**src/sv/rsau_pkg.sv**
```systemverilog
// Shared types and constants of the RAM / scratchpad access unit.
`default_nettype none

package rsau_pkg;

  // Default store sizes in bytes (powers of two)
  localparam int unsigned MAIN_BYTES_DEF    = 2097152;
  localparam int unsigned SCRATCH_BYTES_DEF = 1024;

  // Masked (29-bit) base of the scratchpad window
  localparam logic [28:0] WIN_BASE = 29'h1F80_0000;

  // Configuration port widths
  localparam int unsigned CFG_IDX_W  = 1;
  localparam int unsigned CFG_DATA_W = 1;

  typedef enum logic {
    CMD_READ  = 1'b0,
    CMD_WRITE = 1'b1
  } cmd_e;

  typedef enum logic [1:0] {
    SEG_USER      = 2'd0,
    SEG_KCACHED   = 2'd1,
    SEG_KUNCACHED = 2'd2,
    SEG_KMAPPED   = 2'd3
  } seg_e;

  typedef enum logic [1:0] {
    ST_OK     = 2'd0,
    ST_RD_ERR = 2'd1,
    ST_WR_ERR = 2'd2
  } status_e;

  typedef enum logic {
    CFG_SCRATCH_EN_A = 1'b0,
    CFG_SCRATCH_EN_B = 1'b1
  } cfg_idx_e;

  // Routing decision for one item
  typedef struct packed {
    logic    main_rd;
    logic    main_wr;
    logic    sp_rd;
    logic    sp_wr;
    logic    fill;
    status_e status;
  } acc_t;

endpackage

`default_nettype wire

```
**src/sv/rsau_decode.sv**
```systemverilog
// Address decode: window hit, segment check and store routing.
`default_nettype none

module rsau_decode #(
  parameter int unsigned MAIN_BYTES    = rsau_pkg::MAIN_BYTES_DEF,
  parameter int unsigned SCRATCH_BYTES = rsau_pkg::SCRATCH_BYTES_DEF
) (
  input  wire logic                             cmd_i,
  input  wire logic [31:0]                      address_i,
  input  wire logic [1:0]                       segment_i,
  input  wire logic                             en_a_i,
  input  wire logic                             en_b_i,
  output rsau_pkg::acc_t                        acc_o,
  output logic [$clog2(MAIN_BYTES)-1:0]         main_off_o,
  output logic [$clog2(SCRATCH_BYTES)-1:0]      sp_off_o
);

  localparam int unsigned MAW = $clog2(MAIN_BYTES);
  localparam int unsigned SAW = $clog2(SCRATCH_BYTES);

  logic is_wr;
  logic win;
  logic seg_ok;
  logic sp_on;
  logic to_main;

  // Window base is aligned to the scratchpad size, so the offset is the low bits
  assign is_wr   = rsau_pkg::cmd_e'(cmd_i) == rsau_pkg::CMD_WRITE;
  assign win     = address_i[28:SAW] == rsau_pkg::WIN_BASE[28:SAW];
  assign seg_ok  = (rsau_pkg::seg_e'(segment_i) == rsau_pkg::SEG_USER) ||
                   (rsau_pkg::seg_e'(segment_i) == rsau_pkg::SEG_KCACHED);
  assign sp_on   = en_a_i & en_b_i;
  assign to_main = !win || (seg_ok && !sp_on);

  always_comb begin
    acc_o.main_rd = to_main && !is_wr;
    acc_o.main_wr = to_main && is_wr;
    acc_o.sp_rd   = win && seg_ok && sp_on && !is_wr;
    acc_o.sp_wr   = win && seg_ok && sp_on && is_wr;
    // disabled scratchpad: a read also refills the window
    acc_o.fill    = win && seg_ok && !sp_on && !is_wr;
    if (win && !seg_ok) begin
      acc_o.status = is_wr ? rsau_pkg::ST_WR_ERR : rsau_pkg::ST_RD_ERR;
    end else begin
      acc_o.status = rsau_pkg::ST_OK;
    end
  end

  // Both sizes are powers of two: the wrap is a mask
  assign main_off_o = address_i[MAW-1:0];
  assign sp_off_o   = address_i[SAW-1:0];

endmodule

`default_nettype wire

```
**config.mk**
```make
export PLATFORM = sky130hd
export DESIGN_NAME = rsau_decode
export DESIGN_NICKNAME = d
export VERILOG_FILES = /design/src/sv/rsau_pkg.sv /design/src/sv/rsau_decode.sv
export SDC_FILE = /design/constraint.sdc
export NUM_CORES = 1
export LEC_CHECK = 0
export BUFFER_PORTS_ARGS = -buffer_cell sky130_fd_sc_hd__buf_2
export CORE_MARGIN = 4
export CORE_UTILIZATION = 23
export DETAILED_ROUTE_END_ITERATION = 10
export GPL_ROUTABILITY_DRIVEN = 0
export MAX_ROUTING_LAYER = met4
export PLACE_DENSITY = 0.83
export SLEW_MARGIN = 15
export SYNTH_ARGS = -nofsm -noshare
export SYNTH_HDL_FRONTEND = slang
export SYNTH_SLANG_ARGS = --single-unit
```
**constraint.sdc**
```tcl
create_clock -name vclk -period 1.7
set_input_delay 0.255 -clock vclk [all_inputs]
set_output_delay 0.255 -clock vclk [all_outputs]
set_load 0.02 [all_outputs]
```
==> summary.txt, run 1 <==
Final TNS setup = -3.08 ns
Synth Area in XOR/XNOR = 0%
Leakage Power = 0.275 nW
dpl ws = -0.556 ns
DIE AREA = 0.00229 mm^2
Global Route Usage Sum = 8.91%
Filler Cells Inserted = 154
Clock Buffer Count = 0
post-synthesis compound-gate area fraction = 4.11%
status = finished with violations
routed vias/inst = 4.73
DR iter-0 viols = 2
Startpoint Class = input pin
final worst path period need = 2.21 ns
final net count = 107
die width = 47.9 um
final setup fails = 7
Final HPWL DP = 938 um
sequential fraction of design power = 0%
I/O Buffers = 41
vias in the first global route = 357
post-route setup slack = -0.506 ns
core area = 0.00151 mm^2
critical path's largest stage delay = 0.60 ns
global-route wire length before repair = 1460 um
pwr/cell area = 182 mW/mm^2
Crit path required time = 1.44 ns
most common cell in the netlist = buf_4
DRT Pass-1 Iters = 2
layout cells sized above 1 = 83.8%
Yosys warning count = 0
Final Non-Filler Cells = 84
combinational share of power = 100.0%
Final Total Pwr = 0.0000981 W
CP bufs+invs = 3
CP cell instances = buf_6 -> or4_4 -> or4_4 -> buf_4 -> nor4_4 -> buf_4
cell total after placement = 78
Synth Instances = 51
Worst EP arrival = 1.95 ns
Rel. slew slack = 69.1%
Congestion Overflow GR = 0
Area after DPL = 434 um^2
RSZ-0062 raised after global routing = yes
P_sw = 0.0000540 W
largest net degree at the start of global routing = 6
multiplexer area fraction after synthesis = 0%
Die Y = 47.9 um
final instance area = 538 um^2
CP max FO = 5
Yosys top cell by area = buf_4
final hold violation count = 0
FFs & Latches = 0
Mapped Nets = 88
synthesized area = 365 um^2
critical path type = input pin to output port
Clk pwr share = 0%
Slew @ Worst Pin = 0.464 ns
violations in the final reports = setup timing
Synth Area in Adders = 0%
FF/Latch Area = 0 um^2
fmax = 453 MHz
share of synthesized cell area in and, or, nand and nor gates = 30.1%
DR DRC count = 0
CP Capture Type = output port
Mean Syn Cell Area = 7.16 um^2
CP delay by family, top = simple AND/OR/NAND/NOR gates
post-route ant nets = 0
commonest cells in the netlist = buf_4 (31), nor4_1 (5), a21oi_1 (3)
internal power = 0.0000441 W
Synth top area share = 63.7%
Initial Util = 24.3%
Hold WC Path Type = input pin to output port
register area share after synthesis = 0%
drt total wl = 1100 um
P&R area growth vs syn = 47.3%
Pins Over Slew Limit = 0
WL/cell = 13.1 um
Ant. Diodes = 0
initial antenna violation count = 0
maximum capacitance violations = 0
Ports = 75
post-synth cell types = 12
slowest CP cell = or4_4
largest family of logic cells by synthesized area = buffers and inverters
Via Count = 397
Synth area leaders = buf_4 (64%), nor4_1 (8.6%), or4_4 (6.2%)
Tcrit/Tclk final = 130%
maximum vdd drop = 0.0000774 V
Sw Ratio = 55.0%
FP Rows = 14
## final timing paths
kind / endpoint / cells after the start / slack, ns / startpoint
hold / removal: sp_off_o[5] / 0 / 0.51 / address_i[5]
setup / recovery: acc_o[3] / 6 / -0.51 / address_i[18]
## metal layers
| metal | vias to the layer above | part of all wire (%) | GRT usage, % |
|---|---|---|---|
| met3 | 9 | 19 | 0.752 |
| met4 | 0 | 2.5 | 3.23 |
| li1 | 183 | - | - |
| met5 | - | 0 | - |
| met1 | 172 | 30 | 9.35 |
| met2 | 33 | 48 | 16.9 |
## cells by family (layout without fill, tap and decap cells)
family,count (synthesis),count (layout)
AO/OA/AOI/OAI,3,3
AND/OR/NAND/NOR,15,15
buffers and inverters,33,50
## cells in the final DEF (no fill, tap or decap), types with 2 or more instances in the layout
cell / count
inv_1: 2
or4_4: 2
a21oi_1: 3
or4_1: 2
buf_4: 10
buf_2: 33
nor4_4: 5
buf_6: 5
## per-stage QoR
| stage | hold WS (ns) | util, % |
|---|---|---|
| 3_3_place_gp | 0.510 | 28.8 |
| 6_report | 0.510 | 35.7 |
| 5_1_grt | 0.510 | 35.7 |
| 3_5_place_dp | 0.510 | 28.8 |
| 2_1_floorplan | 0.547 | - |
| 4_1_cts | 0.510 | 34.3 |
## final cells by class
type                       instances  area, um^2  share of cell area [%]
inverter                           2        7.51                    1.40
timing repair buffer              48         297                    55.1
tap                               16        20.0                    3.72
multi-input combinational         18         214                    39.8
## power groups by stage
stage	logic [W]	registers [W]	clock network, W
2_1_floorplan	0.000124	0	0
3_3_place_gp	0.0000852	0	0
4_1_cts	0.0000975	0	0
5_1_grt	0.000106	0	0
6_report	0.0000981	0	0
3_5_place_dp	0.0000873	0	0
## what timing repair did
| item | 4_1_cts | 5_1_grt |
|---|---|---|
| pin swaps | 4 | 8 |
| resized for setup | 13 | 1 |
| hold buffers | 0 | 0 |
| setup buffers | 4 | 2 |
| endpoints found under the setup margin | 7 | 7 |
Note: power is estimated with default switching activity, not from simulation.
==> run 2: changes to the inputs <==
Settings changed: GPL_ROUTABILITY_DRIVEN 0 to default, GPL_TIMING_DRIVEN from default to 0.
==> run 2 against run 1 <==
  * Critical path type unchanged
  * Combinational power is 100% higher
  * The run still ends with setup timing left
  * Via count is 38% higher
  * Fmax grew 6.2%
  * Hold slack improved by 0.22 ns
  * Sequential share of layout area is the same
==> summary.txt, run 2 (synthesis gave the netlist of run 1 again) <==
status = finished with violations
violations in the final reports = setup timing
pwr/cell area = 244 mW/mm^2
maximum vdd drop = 0.000116 V
DR iter-0 viols = 3
WL/cell = 10.5 um
layout cells sized above 1 = 89.5%
global-route wire length before repair = 1660 um
FF/Latch Area = 0 um^2
multi-input logic area = 196 um^2
Filler Cells Inserted = 137
critical path type = input pin to output port
post-route setup slack = -0.377 ns
Leakage Power = 0.478 nW
Rel. slew slack = 78.2%
FP Rows = 14
Pins Over Slew Limit = 0
Die Y = 47.9 um
slowest CP cell = or4_4
fmax = 482 MHz
Hold Path Origin = address_i[1]
cell total after placement = 128
final hold violation count = 0
Ports = 75
Startpoint Class = input pin
die width = 47.9 um
Area after DPL = 759 um^2
CP cell instances = buf_6 -> or4_4 -> or4_4 -> buf_12 -> nor4_4 -> buf_4
most common cell after layout, fill and taps aside = buf_2
I/O Buffers = 61
P&R area growth vs syn = 123%
Final Non-Filler Cells = 130
Global Route Usage Sum = 9.76%
final setup fails = 7
DRT Pass-1 Iters = 4
critical path's largest stage delay = 0.52 ns
Hold Path Depth = 2
CP Capture Type = output port
final instance area = 815 um^2
Via Count = 546
post-route ant nets = 0
DR DRC count = 0
Tcrit/Tclk final = 122%
initial antenna violation count = 0
maximum capacitance violations = 0
Hold WC Path Type = input pin to output port
drt total wl = 1370 um
core area = 0.00151 mm^2
largest net degree at the start of global routing = 6
DIE AREA = 0.00229 mm^2
Ant. Diodes = 0
vias in the first global route = 464
Critical Path Start = address_i[18]
Congestion Overflow GR = 0
Hold-fix buffers, CTS = 0
final worst path period need = 2.08 ns
Slew @ Worst Pin = 0.324 ns
final net count = 153
Initial Util = 24.3%
Clock Buffer Count = 0
FFs & Latches = 0
Routability Congestion = 0.642
CP dominant cell by count = or4_4
RSZ-0062 raised after global routing = yes
routed vias/inst = 4.20
dpl ws = -0.544 ns
CP max FO = 3
Crit path required time = 1.44 ns
most frequent cells in the layout = buf_2 (54), buf_4 (37), nor4_4 (4)
Worst EP arrival = 1.82 ns
[run 2: what timing repair did]
item	CTS	global route
setup endpoints to repair	7	7
buffers inserted	1	1
pin swaps	4	2
gates resized for setup	6	2
endpoints found under the hold margin	0	0
[run 2: metal layers]
layer | vias to the layer above | global-route usage (%) | share of wire, %
met2 | 51 | 18.7 | 48
met1 | 221 | 11.5 | 31
li1 | 274 | - | -
met5 | - | - | 0
met4 | 0 | 0 | 0
met3 | 0 | 0.752 | 21
[run 2: critical path: cells and delay by family]
family | cells | cell delay, ns
AND/OR/NAND/NOR | 3 | 1.13
buffers and inverters | 3 | 0.43
[run 2: stage by stage]
step           TNS [ns]  hold WS (ns)  utilization, %  power [W]
3_5_place_dp      -2.80         0.728            50.4   0.000195
2_1_floorplan     -1.67         0.547               -   0.000124
5_1_grt           -2.29         0.734            54.1   0.000212
6_report          -1.88         0.727            54.1   0.000198
3_3_place_gp      -2.73         0.729            50.4   0.000192
4_1_cts           -1.99         0.729            53.0   0.000197
[run 2: path summary, 6_finish.rpt]
path	to	slack [ns]
worst max-delay path	acc_o[4]	-0.38
worst min-delay path	main_off_o[1]	0.73
[run 2: layout make-up]
| type | instances | area share (%) |
|---|---|---|
| multi-input cells | 18 | 24.1 |
| plain buffers | 31 | 28.6 |
| inverters | 2 | 0.922 |
| repair buffers | 63 | 43.9 |
| well taps | 16 | 2.46 |
[run 2: power breakdown]
group / leakage, nW / total [W] / internal, W / switching, W
registers: 0 / 0 / 0 / 0
clock network: 0 / 0 / 0 / 0
logic: 0.478 / 0.000198 / 0.0000996 / 0.0000989
total: 0.478 / 0.000198 / 0.0000996 / 0.0000989
